$ cat src/rtl/extended_gcd_diophantine_solver_assert.svh
// Assertion macros shared by the extended gcd solver RTL.
// Used inside modules that have aclk and aresetn in scope.
`ifndef EXTENDED_GCD_DIOPHANTINE_SOLVER_ASSERT_SVH
`define EXTENDED_GCD_DIOPHANTINE_SOLVER_ASSERT_SVH

// Same-cycle implication, checked out of reset.
`define EGCD_ASSERT_IMP(lbl, ante, cons, msg) \
    lbl: assert property (@(posedge aclk) disable iff (!aresetn) (ante) |-> (cons)) \
        else $error(msg);

// Next-cycle implication, checked out of reset.
`define EGCD_ASSERT_NXT(lbl, ante, cons, msg) \
    lbl: assert property (@(posedge aclk) disable iff (!aresetn) (ante) |=> (cons)) \
        else $error(msg);

`endif

$ cat src/rtl/egcd_pkg.sv
// Package for the extended gcd Diophantine solver: widths, status codes and
// the request/response structs between the sequencer and the shared divider.
package egcd_pkg;

    localparam int DATA_WIDTH = 32;
    // Values of the recursion reach magnitude 2^(DATA_WIDTH-1), one extra bit.
    localparam int VAL_W = DATA_WIDTH + 1;
    // Bezout coefficients carry one more guard bit during the iteration.
    localparam int COEF_W = DATA_WIDTH + 2;
    localparam int PROD_W = VAL_W + COEF_W;
    localparam int PART_W = 2 * DATA_WIDTH;
    localparam int CNT_W = $clog2(VAL_W + 1);
    localparam int IN_TDATA_W = 3 * DATA_WIDTH;
    localparam int OUT_TDATA_W = 5 * DATA_WIDTH + 2 * PART_W;
    localparam int STATUS_W = 2;

    localparam logic [STATUS_W-1:0] ST_SOLVABLE  = 2'd0;
    localparam logic [STATUS_W-1:0] ST_NO_SOL    = 2'd1;
    localparam logic [STATUS_W-1:0] ST_BOTH_ZERO = 2'd2;

    typedef struct packed {
        logic                    start;
        logic signed [VAL_W-1:0] dividend;
        logic signed [VAL_W-1:0] divisor;
    } div_req_t;

    typedef struct packed {
        logic                    done;
        logic signed [VAL_W-1:0] quo;
        logic signed [VAL_W-1:0] rem;
    } div_rsp_t;

endpackage

$ cat src/rtl/egcd_div.sv
// Shared radix-2 restoring divider with truncating signed quotient and remainder.
// Depends on egcd_pkg for widths and the request/response structs.
module egcd_div (
    input  logic              aclk,
    input  logic              aresetn,
    input  egcd_pkg::div_req_t req,
    output egcd_pkg::div_rsp_t rsp
);
    import egcd_pkg::*;

    logic [VAL_W-1:0] rem_reg, rem_next;
    logic [VAL_W-1:0] quo_reg, quo_next;
    logic [VAL_W-1:0] dvs_reg;
    logic [CNT_W-1:0] cnt_reg;
    logic             busy_reg;
    logic             done_reg;
    logic             neg_q_reg;
    logic             neg_r_reg;
    logic [VAL_W-1:0] dvd_mag;
    logic [VAL_W-1:0] dvs_mag;
    logic [VAL_W:0]   rem_sh;
    logic [VAL_W:0]   diff;
    logic             ge;

    assign dvd_mag = req.dividend[VAL_W-1] ? VAL_W'(-req.dividend) : req.dividend;
    assign dvs_mag = req.divisor[VAL_W-1] ? VAL_W'(-req.divisor) : req.divisor;

    // One quotient bit per cycle, most significant first.
    always_comb begin
        rem_sh   = {rem_reg, quo_reg[VAL_W-1]};
        diff     = rem_sh - {1'b0, dvs_reg};
        ge       = (rem_sh >= {1'b0, dvs_reg});
        rem_next = ge ? diff[VAL_W-1:0] : rem_sh[VAL_W-1:0];
        quo_next = {quo_reg[VAL_W-2:0], ge};
    end

    always_ff @(posedge aclk) begin
        if (!aresetn) begin
            busy_reg <= 1'b0;
            done_reg <= 1'b0;
            cnt_reg  <= '0;
        end else begin
            if (req.start) begin
                busy_reg  <= 1'b1;
                done_reg  <= 1'b0;
                cnt_reg   <= CNT_W'(VAL_W);
                rem_reg   <= '0;
                quo_reg   <= dvd_mag;
                dvs_reg   <= dvs_mag;
                neg_q_reg <= req.dividend[VAL_W-1] ^ req.divisor[VAL_W-1];
                neg_r_reg <= req.dividend[VAL_W-1];
            end else if (busy_reg) begin
                rem_reg  <= rem_next;
                quo_reg  <= quo_next;
                cnt_reg  <= cnt_reg - CNT_W'(1);
                done_reg <= (cnt_reg == CNT_W'(1));
                if (cnt_reg == CNT_W'(1)) begin
                    busy_reg <= 1'b0;
                end
            end else begin
                done_reg <= 1'b0;
            end
        end
    end

    assign rsp.done = done_reg;
    assign rsp.quo  = neg_q_reg ? VAL_W'(-quo_reg) : quo_reg;
    assign rsp.rem  = neg_r_reg ? VAL_W'(-rem_reg) : rem_reg;

endmodule

$ cat src/rtl/extended_gcd_diophantine_solver.sv
// Solves a*x + b*y = c with the truncating extended Euclidean algorithm. One
// beat in gives one beat out. Each Euclid step is a pass through the shared
// radix-2 divider and then two products on the shared multiplier; after the
// loop come three final divisions. When a and b are both zero, the loop and
// the final divisions are skipped and the result is given straight away.
// The input is not ready while a beat is being worked on; a finished result
// waits in the output register while the next input beat is taken.
// Depends on egcd_pkg, egcd_div and the assertion macro header.
module extended_gcd_diophantine_solver (
    input  logic                                aclk,
    input  logic                                aresetn,
    input  logic                                s_tvalid,
    output logic                                s_tready,
    // coef_a, coef_b, rhs_c
    input  logic [egcd_pkg::IN_TDATA_W-1:0]     s_tdata,
    output logic                                m_tvalid,
    input  logic                                m_tready,
    // gcd_value, bezout_x, bezout_y, part_x, part_y, step_x, step_y
    output logic [egcd_pkg::OUT_TDATA_W-1:0]    m_tdata,
    // status
    output logic [egcd_pkg::STATUS_W-1:0]       m_tuser
);
    import egcd_pkg::*;

    typedef enum logic [3:0] {
        S_IDLE, S_CHK, S_QWAIT, S_MULS, S_MULT, S_UPDT, S_BXWAIT, S_AYDIV,
        S_AYWAIT, S_CKDIV, S_CKWAIT, S_MULX, S_MULY, S_PY, S_OUT
    } state_t;

    state_t                   state_reg;
    logic signed [VAL_W-1:0]  a_reg, b_reg, c_reg;
    logic signed [VAL_W-1:0]  r0_reg, r1_reg, q_reg, k_reg;
    logic signed [COEF_W-1:0] s0_reg, s1_reg, t0_reg, t1_reg;
    logic signed [PROD_W-1:0] prod_reg;
    logic signed [VAL_W-1:0]  mul_a;
    logic signed [COEF_W-1:0] mul_b;
    logic [DATA_WIDTH-1:0]    stepx_reg, stepy_reg;
    logic [PART_W-1:0]        partx_reg, party_reg;
    logic [STATUS_W-1:0]      status_reg;
    logic                     m_tvalid_reg;
    logic [OUT_TDATA_W-1:0]   m_tdata_reg;
    logic [STATUS_W-1:0]      m_tuser_reg;
    logic signed [VAL_W-1:0]  in_a, in_b, in_c;
    div_req_t                 div_req;
    div_rsp_t                 div_rsp;

    assign in_a = VAL_W'(signed'(s_tdata[DATA_WIDTH-1:0]));
    assign in_b = VAL_W'(signed'(s_tdata[2*DATA_WIDTH-1:DATA_WIDTH]));
    assign in_c = VAL_W'(signed'(s_tdata[3*DATA_WIDTH-1:2*DATA_WIDTH]));

    egcd_div u_div (
        .aclk    (aclk),
        .aresetn (aresetn),
        .req     (div_req),
        .rsp     (div_rsp)
    );

    // Divider operands; r0 holds the gcd once the loop has finished.
    always_comb begin
        div_req.start    = 1'b0;
        div_req.dividend = r0_reg;
        div_req.divisor  = r1_reg;
        unique case (state_reg)
            S_CHK: begin
                div_req.start = 1'b1;
                if (r1_reg == '0) begin
                    div_req.dividend = b_reg;
                    div_req.divisor  = r0_reg;
                end
            end
            S_AYDIV: begin
                div_req.start    = 1'b1;
                div_req.dividend = a_reg;
                div_req.divisor  = r0_reg;
            end
            S_CKDIV: begin
                div_req.start    = 1'b1;
                div_req.dividend = c_reg;
                div_req.divisor  = r0_reg;
            end
            default: ;
        endcase
    end

    always_comb begin
        unique case (state_reg)
            S_MULS:  begin mul_a = q_reg; mul_b = s1_reg; end
            S_MULT:  begin mul_a = q_reg; mul_b = t1_reg; end
            S_MULX:  begin mul_a = k_reg; mul_b = s0_reg; end
            S_MULY:  begin mul_a = k_reg; mul_b = t0_reg; end
            default: begin mul_a = q_reg; mul_b = s1_reg; end
        endcase
    end

    always_ff @(posedge aclk) begin
        prod_reg <= mul_a * mul_b;
        if (!aresetn) begin
            state_reg    <= S_IDLE;
            m_tvalid_reg <= 1'b0;
        end else begin
            // In S_OUT the output register is reloaded instead.
            if (m_tvalid_reg && m_tready && state_reg != S_OUT) begin
                m_tvalid_reg <= 1'b0;
            end
            unique case (state_reg)
                S_IDLE: begin
                    if (s_tvalid) begin
                        a_reg  <= in_a;
                        b_reg  <= in_b;
                        c_reg  <= in_c;
                        r0_reg <= in_a;
                        r1_reg <= in_b;
                        s0_reg <= (in_a == '0 && in_b == '0) ? '0 : COEF_W'(1);
                        s1_reg <= '0;
                        t0_reg <= '0;
                        t1_reg <= COEF_W'(1);
                        if (in_a == '0 && in_b == '0) begin
                            stepx_reg  <= '0;
                            stepy_reg  <= '0;
                            partx_reg  <= '0;
                            party_reg  <= '0;
                            status_reg <= ST_BOTH_ZERO;
                            state_reg  <= S_OUT;
                        end else begin
                            state_reg <= S_CHK;
                        end
                    end
                end
                S_CHK: begin
                    state_reg <= (r1_reg == '0) ? S_BXWAIT : S_QWAIT;
                end
                S_QWAIT: begin
                    if (div_rsp.done) begin
                        q_reg     <= div_rsp.quo;
                        r0_reg    <= r1_reg;
                        r1_reg    <= div_rsp.rem;
                        state_reg <= S_MULS;
                    end
                end
                S_MULS: begin
                    state_reg <= S_MULT;
                end
                S_MULT: begin
                    s0_reg    <= s1_reg;
                    s1_reg    <= s0_reg - prod_reg[COEF_W-1:0];
                    state_reg <= S_UPDT;
                end
                S_UPDT: begin
                    t0_reg    <= t1_reg;
                    t1_reg    <= t0_reg - prod_reg[COEF_W-1:0];
                    state_reg <= S_CHK;
                end
                S_BXWAIT: begin
                    if (div_rsp.done) begin
                        stepx_reg <= div_rsp.quo[DATA_WIDTH-1:0];
                        state_reg <= S_AYDIV;
                    end
                end
                S_AYDIV: begin
                    state_reg <= S_AYWAIT;
                end
                S_AYWAIT: begin
                    if (div_rsp.done) begin
                        stepy_reg <= DATA_WIDTH'(-div_rsp.quo);
                        state_reg <= S_CKDIV;
                    end
                end
                S_CKDIV: begin
                    state_reg <= S_CKWAIT;
                end
                S_CKWAIT: begin
                    if (div_rsp.done) begin
                        if (div_rsp.rem != '0) begin
                            partx_reg  <= '0;
                            party_reg  <= '0;
                            status_reg <= ST_NO_SOL;
                            state_reg  <= S_OUT;
                        end else begin
                            k_reg      <= div_rsp.quo;
                            status_reg <= ST_SOLVABLE;
                            state_reg  <= S_MULX;
                        end
                    end
                end
                S_MULX: begin
                    state_reg <= S_MULY;
                end
                S_MULY: begin
                    partx_reg <= prod_reg[PART_W-1:0];
                    state_reg <= S_PY;
                end
                S_PY: begin
                    party_reg <= prod_reg[PART_W-1:0];
                    state_reg <= S_OUT;
                end
                S_OUT: begin
                    // The output register is free, or its beat leaves this cycle.
                    if (!m_tvalid_reg || m_tready) begin
                        m_tvalid_reg <= 1'b1;
                        m_tdata_reg  <= {stepy_reg, stepx_reg, party_reg, partx_reg,
                                         t0_reg[DATA_WIDTH-1:0], s0_reg[DATA_WIDTH-1:0],
                                         r0_reg[DATA_WIDTH-1:0]};
                        m_tuser_reg  <= status_reg;
                        state_reg    <= S_IDLE;
                    end
                end
                default: state_reg <= S_IDLE;
            endcase
        end
    end

    assign s_tready = (state_reg == S_IDLE);
    assign m_tvalid = m_tvalid_reg;
    assign m_tdata  = m_tdata_reg;
    assign m_tuser  = m_tuser_reg;

`include "extended_gcd_diophantine_solver_assert.svh"

    `EGCD_ASSERT_NXT(a_busy_after_beat, s_tvalid && s_tready, !s_tready,
                     "ready after accept")
    `EGCD_ASSERT_IMP(a_zero_case_clear, m_tvalid && m_tuser == ST_BOTH_ZERO,
                     m_tdata == '0, "zero case not cleared")
    `EGCD_ASSERT_IMP(a_nosol_parts, m_tvalid && m_tuser == ST_NO_SOL,
                     m_tdata[3*DATA_WIDTH+2*PART_W-1:3*DATA_WIDTH] == '0,
                     "parts set without solution")
    `EGCD_ASSERT_IMP(a_div_idle_start, div_req.start,
                     !(state_reg == S_QWAIT || state_reg == S_BXWAIT ||
                       state_reg == S_AYWAIT || state_reg == S_CKWAIT),
                     "divider restarted while waiting")

endmodule
$ cat config.mk
export PLATFORM = sky130hd
export DESIGN_NAME = extended_gcd_diophantine_solver
export DESIGN_NICKNAME = d
export VERILOG_FILES = /design/src/rtl/egcd_pkg.sv /design/src/rtl/egcd_div.sv /design/src/rtl/extended_gcd_diophantine_solver.sv
export VERILOG_INCLUDE_DIRS = /design/src /design/src/rtl
export SDC_FILE = /design/constraint.sdc
export NUM_CORES = 2
export LEC_CHECK = 0
export BUFFER_PORTS_ARGS = -buffer_cell sky130_fd_sc_hd__clkbuf_2
export CAP_MARGIN = 5
export CORE_MARGIN = 5
export CORE_UTILIZATION = 45
export CTS_CLUSTER_DIAMETER = 60
export DETAILED_ROUTE_END_ITERATION = 8
export RECOVER_POWER = 25
export SETUP_SLACK_MARGIN = 0.15
export SYNTH_ARGS = -nofsm -noshare
export SYNTH_HDL_FRONTEND = slang
export SYNTH_SLANG_ARGS = --single-unit
$ cat constraint.sdc
create_clock -name aclk -period 15.09 [get_ports aclk]
set_input_delay 0 -clock aclk [delete_from_list [all_inputs] [get_ports aclk]]
set_output_delay 0 -clock aclk [all_outputs]
set_load 0.1 [all_outputs]
-- Word level (Yosys, flattened, before mapping)
Cells that the tools add are included.
- output and inout bits: 292
- register bits: 1026
- logic and storage cells: 168
- equality and inequality tests: 24
- multipliers: 1
- add/subtract/negate cells: 9
- reduce and logical (&&, ||, !) cells: 37
- bitwise gates (word level): 4
- magnitude comparators: 1
- muxes and demuxes: 61
- operators with widths (kind ; count):
    $mux 33 ; 12
    $pmux 64 s3 ; 2
    $pmux 34 s2 ; 4
    $mux 64 ; 4
    $pmux 67 s3 ; 1
    $mux 32 ; 5
    $neg 33->33 ; 4
    $pmux 33 s2 ; 2
    $pmux 32 s2 ; 2
    $mux 34 ; 3
    $pmux 34 s3 ; 1
    $logic_not 33->1 ; 3
    $sub 34x34->34 ; 2
    $mux 66 ; 1
    $mul 33x34->64 ; 1
    $pmux 4 s15 ; 1
    $ge 34x33->1 ; 1
    $reduce_bool 33->1 ; 1
    $sub 33x33->33 ; 1
    $neg 32->32 ; 1
    $eq 4x4->1 const B ; 7
    $mux 4 ; 7
    $reduce_and 6->1 ; 3
    $eq 4x3->1 const B ; 4
    26 further kinds ; 64

-- Depth between registers and ports, before layout
- word-level depth: 6
- mapped depth: 40
- depth with buffers taken out: 33

-- Cells and area by module
From an unflattened synthesis, not the netlist that was laid out.
- cell total of the unflattened synthesis: 7906
- area, all modules: 83217.3 um^2
- modules (own cells, without submodules) (module ; cells each ; instances ; sequential area each (um^2) ; area an instance (um^2)):
    extended_gcd_diophantine_solver ; 6925 ; 1 ; 26845.7 ; 74514.0
    egcd_div ; 981 ; 1 ; 3193.1 ; 8703.3

-- Worst setup path after synthesis
OpenSTA, ideal clock, no wires.
- kind: reg-to-reg
- start: reg state_reg[3]
- end: reg m_tdata_reg[0] (netlist: m_tdata[0]), enable pin
- stages on the path, launching flop included: 7
- path slack: 0.675 ns
- period minus slack after synthesis: 14.415 ns
- data arrival time: 13.469 ns
- required time: 14.144 ns
- path buffers: 3
- library setup time: 0.946 ns
- path through: dfxtp_1 -> clkbuf_1 -> clkbuf_1 -> clkbuf_1 -> nor2b_1 -> nand3_1 -> nor2_1
- cells in the longest elaborated chain, start to end: 2
- ends and longest elaborated chain (what ; line ; source):
    start, declared ; extended_gcd_diophantine_solver.sv:30 ; state_t state_reg;
    start signal, assigned ; extended_gcd_diophantine_solver.sv:130 ; state_reg <= (r1_reg == '0) ? S_BXWAIT : S_QWAIT;
    $eq 4x4->1 ; extended_gcd_diophantine_solver.sv:105 ; unique case (state_reg)
    $reduce_and 3->1 (no source line) ; -- ;
    end signal, assigned ; extended_gcd_diophantine_solver.sv:200 ; m_tdata_reg <= {stepy_reg, stepx_reg, party_reg, partx_reg,
    end, declared ; extended_gcd_diophantine_solver.sv:41 ; logic [OUT_TDATA_W-1:0] m_tdata_reg;
No other way between the ends.
A chain may end at the register's enable or synchronous reset.

-- Worst setup path after layout
- start: reg state_reg[1]
- end: reg prod_reg[63]
- cells in the longest elaborated chain, start to end: 4
- ends and longest elaborated chain (what ; line ; source):
    $eq 4x4->1 ; extended_gcd_diophantine_solver.sv:86 ; unique case (state_reg)
    $reduce_or 2->1 (no source line) ; -- ;
    $mux 33 ; extended_gcd_diophantine_solver.sv:86 ;
    $mul 33x34->64 (*) ; extended_gcd_diophantine_solver.sv:96 ; prod_reg <= mul_a * mul_b;
    end signal, assigned ; extended_gcd_diophantine_solver.sv:96 ;
    end, declared ; extended_gcd_diophantine_solver.sv:34 ; logic signed [PROD_W-1:0] prod_reg;
Every way passes the cells marked *; elsewhere a longest branch is shown, timed or not.

==> results.ini <==
[sta]
hold_viol_final = 0
fin_skew_ps = 134.3
tns_ps = 0
period_share = 0.8731
tightest_slew_ps = 1462
rsz0062_at_grt = no
finalMaxSlewViolations = 0
setup_viol = 0
fmax_ghz = 0.07590
period_minus_slack_ps = 13180
slew_headroom = 0.02548

[layout]
area.growth.synth_to_final_pct = 13.08
fin_nets = 10046
largest_register_ffs = 288
drive_gt1_frac = 0.07953
multiInputGateArea_sq_mm = 0.04858
stdcell_area_sq_mm = 0.09552
mostFrequentLayoutCells = inv_1, fa_1, nor2_1, edfxtp_1, nand2_1
final_common_cell = inv_1
regArea_sq_mm = 0.03004
fill_cells = 16812

[logic_synthesis]
synth_nets = 9571
avgSynthCellArea_sq_um = 10.55
synthCells = 8006
synth_compound_area_frac = 0.07308
ys_ff_latch = 1026
synth_xor_xnor_area_share = 0.02953
synth_top_family_by_area = adder cells
synth-simple-area-share = 0.1314
synthAdderAreaFrac = 0.3189
ys.flop_type = edfxtp_1
synthMuxAreaShare = 0.01819
yosysWarnings = 0
synth_area_sq_mm = 0.08448
yosysUniqueCellTypes = 99
async_reset_ff_frac = 0
synth_edf_count = 949
synth_seq_area_share = 0.3556

[worst_setup_path]
end_kind = flip-flop
critPathLaunchType = flip-flop
critPathRequiredTime_ps = 15710
crit_path_frequent_cell = fa_1
crit_buf_inv = 9
slowest_delay_ps = 950
rr_startpoint = state_reg[1]
path_class = reg -> reg
cp_top_family = adder cells
cp_slowest_cell = clkbuf_1
critPathLaunch = state_reg[1]
arrival_ps = 13800
path_max_fanout = 59

[clock_tree]
cts_setup_buffers = 0
ctsHtreeMaxLevel = 3
cts_resized = 0
cts_sinks = 1026
clockBufferDepth = 3
insertion_delay_ps = 830
cts_hold_buf = 189
numCtsBuffers = 121
root_buffer = clkbuf_16
clk_pin_slew_ps = 60
cts_tree = yes

[grt]
grt-ovfl-total = 0
grt_pass1_wl_um = 412300
grt_pass1_vias = 65461
antenna_found_initial = 8
track_usage = 0.2785
grt_max_degree = 77

[die]
rows = 159
io_pins = 392
dieWidth_um = 443.3
start_util = 0.4513
core_sq_mm = 0.1872
die_h_um = 443.3
die-area_sq_mm = 0.1965

[routing]
vias_per_cell = 5.611
antenna_left = 0
routedWlPerCell_um = 24.70
drt_iter0_markers = 5819
drc = 0
drtPass1Iterations = 6
num_vias = 62222
wirelength_um = 273900

[placed_design]
dp_hpwl_um = 208500
place_congestion = 0.9675
io_buffers = 391
placed_area_sq_mm = 0.08954

[flow_run]
max-cap-violations = 0

[worst_hold_path]
holdCritPathClass = in -> reg
min_from = s_tdata[6]

[run_status]
outcome = complete, no violations

==> area by class of cell <==
| type | count | area share |
|---|---|---|
| inverters | 1272 | 0.04998 |
| clock inverters | 84 | 0.01213 |
| well taps | 2495 | 0.03268 |
| clock buffers | 146 | 0.03362 |
| flip-flops and latches | 1026 | 0.3145 |
| multi-input cells | 5336 | 0.5086 |
| diodes | 6 | 0.0001572 |
| repair buffers | 724 | 0.04840 |
==> metal layers <==
layer	vias up	global-route usage	routed length (um)
met4	2	0.1789	21540
met2	3006	0.4427	125300
met5	-	0	8
met3	772	0.04734	21430
met1	31418	0.3548	105600
li1	27024	-	-
==> kinds of logic (layout without fill, tap and decap cells) <==
group                      Yosys count  after routing
AOI/OAI and AO/OA                  944            944
xor gates and xnor gates           284            284
adders and majority gates         1465           1465
buffers and inverters             1644           2226
DFF                               1026           1026
muxes                              145            145
other                                0              6
and+or+nand+nor                   2498           2498
==> synth_stat cells (25+ instances only) <==
master / n / area share
nand2_1: 843 / 0.037
nor2b_1: 30 / 0.0022
xor2_1: 130 / 0.013
a21oi_1: 283 / 0.017
buf_1: 28 / 0.0012
clkbuf_1: 333 / 0.015
nor2_1: 960 / 0.043
or3_1: 41 / 0.0030
mux2_2: 66 / 0.0088
xnor2_1: 153 / 0.016
dfxtp_1: 77 / 0.018
nor3_1: 147 / 0.0087
and2_1: 120 / 0.0089
a22oi_1: 39 / 0.0035
and3_1: 58 / 0.0043
o21ai_0: 171 / 0.010
mux2i_1: 77 / 0.0091
o21bai_1: 25 / 0.0022
ha_1: 318 / 0.047
inv_1: 1269 / 0.056
nand4_1: 37 / 0.0027
a211oi_1: 34 / 0.0030
o31ai_1: 38 / 0.0034
a31oi_1: 27 / 0.0020
o21a_1: 35 / 0.0031
fa_1: 1147 / 0.27
edfxtp_1: 949 / 0.34
a21o_1: 82 / 0.0073
nand3_1: 67 / 0.0040
nand2b_1: 39 / 0.0029
nor4_1: 48 / 0.0036
==> stage by stage <==
step / hold WS, ps / worst slack, ps / instances / utilization
floorplan: 98.87 / 674.8 / 8006 / -
global placement: 181.1 / 2927 / 10663 / 0.4783
detailed placement: 179.8 / 2769 / 10663 / 0.4783
CTS: 2.998 / 2700 / 11082 / 0.5118
global route: 102.7 / 1499 / 11085 / 0.5102
finish: 124.6 / 1915 / 11089 / 0.5103
==> worst paths after layout <==
path / to / slack [ps] / depth (start not counted)
max reg2reg: prod_reg[63] / 1910 / 32
min: r0_reg[6] / 120 / 3
max: prod_reg[63] / 1910 / 32
min reg2reg: m_tdata[110] / 410 / 0
==> worst min-delay path, cell delays in order <==
cell,delay (ps)
dlygate4sd3_1,520
clkbuf_1,150
mux2_2,160
Power is not shown: default switching activity piles up to over one toggle a cycle in this logic, so the estimate is an artifact.
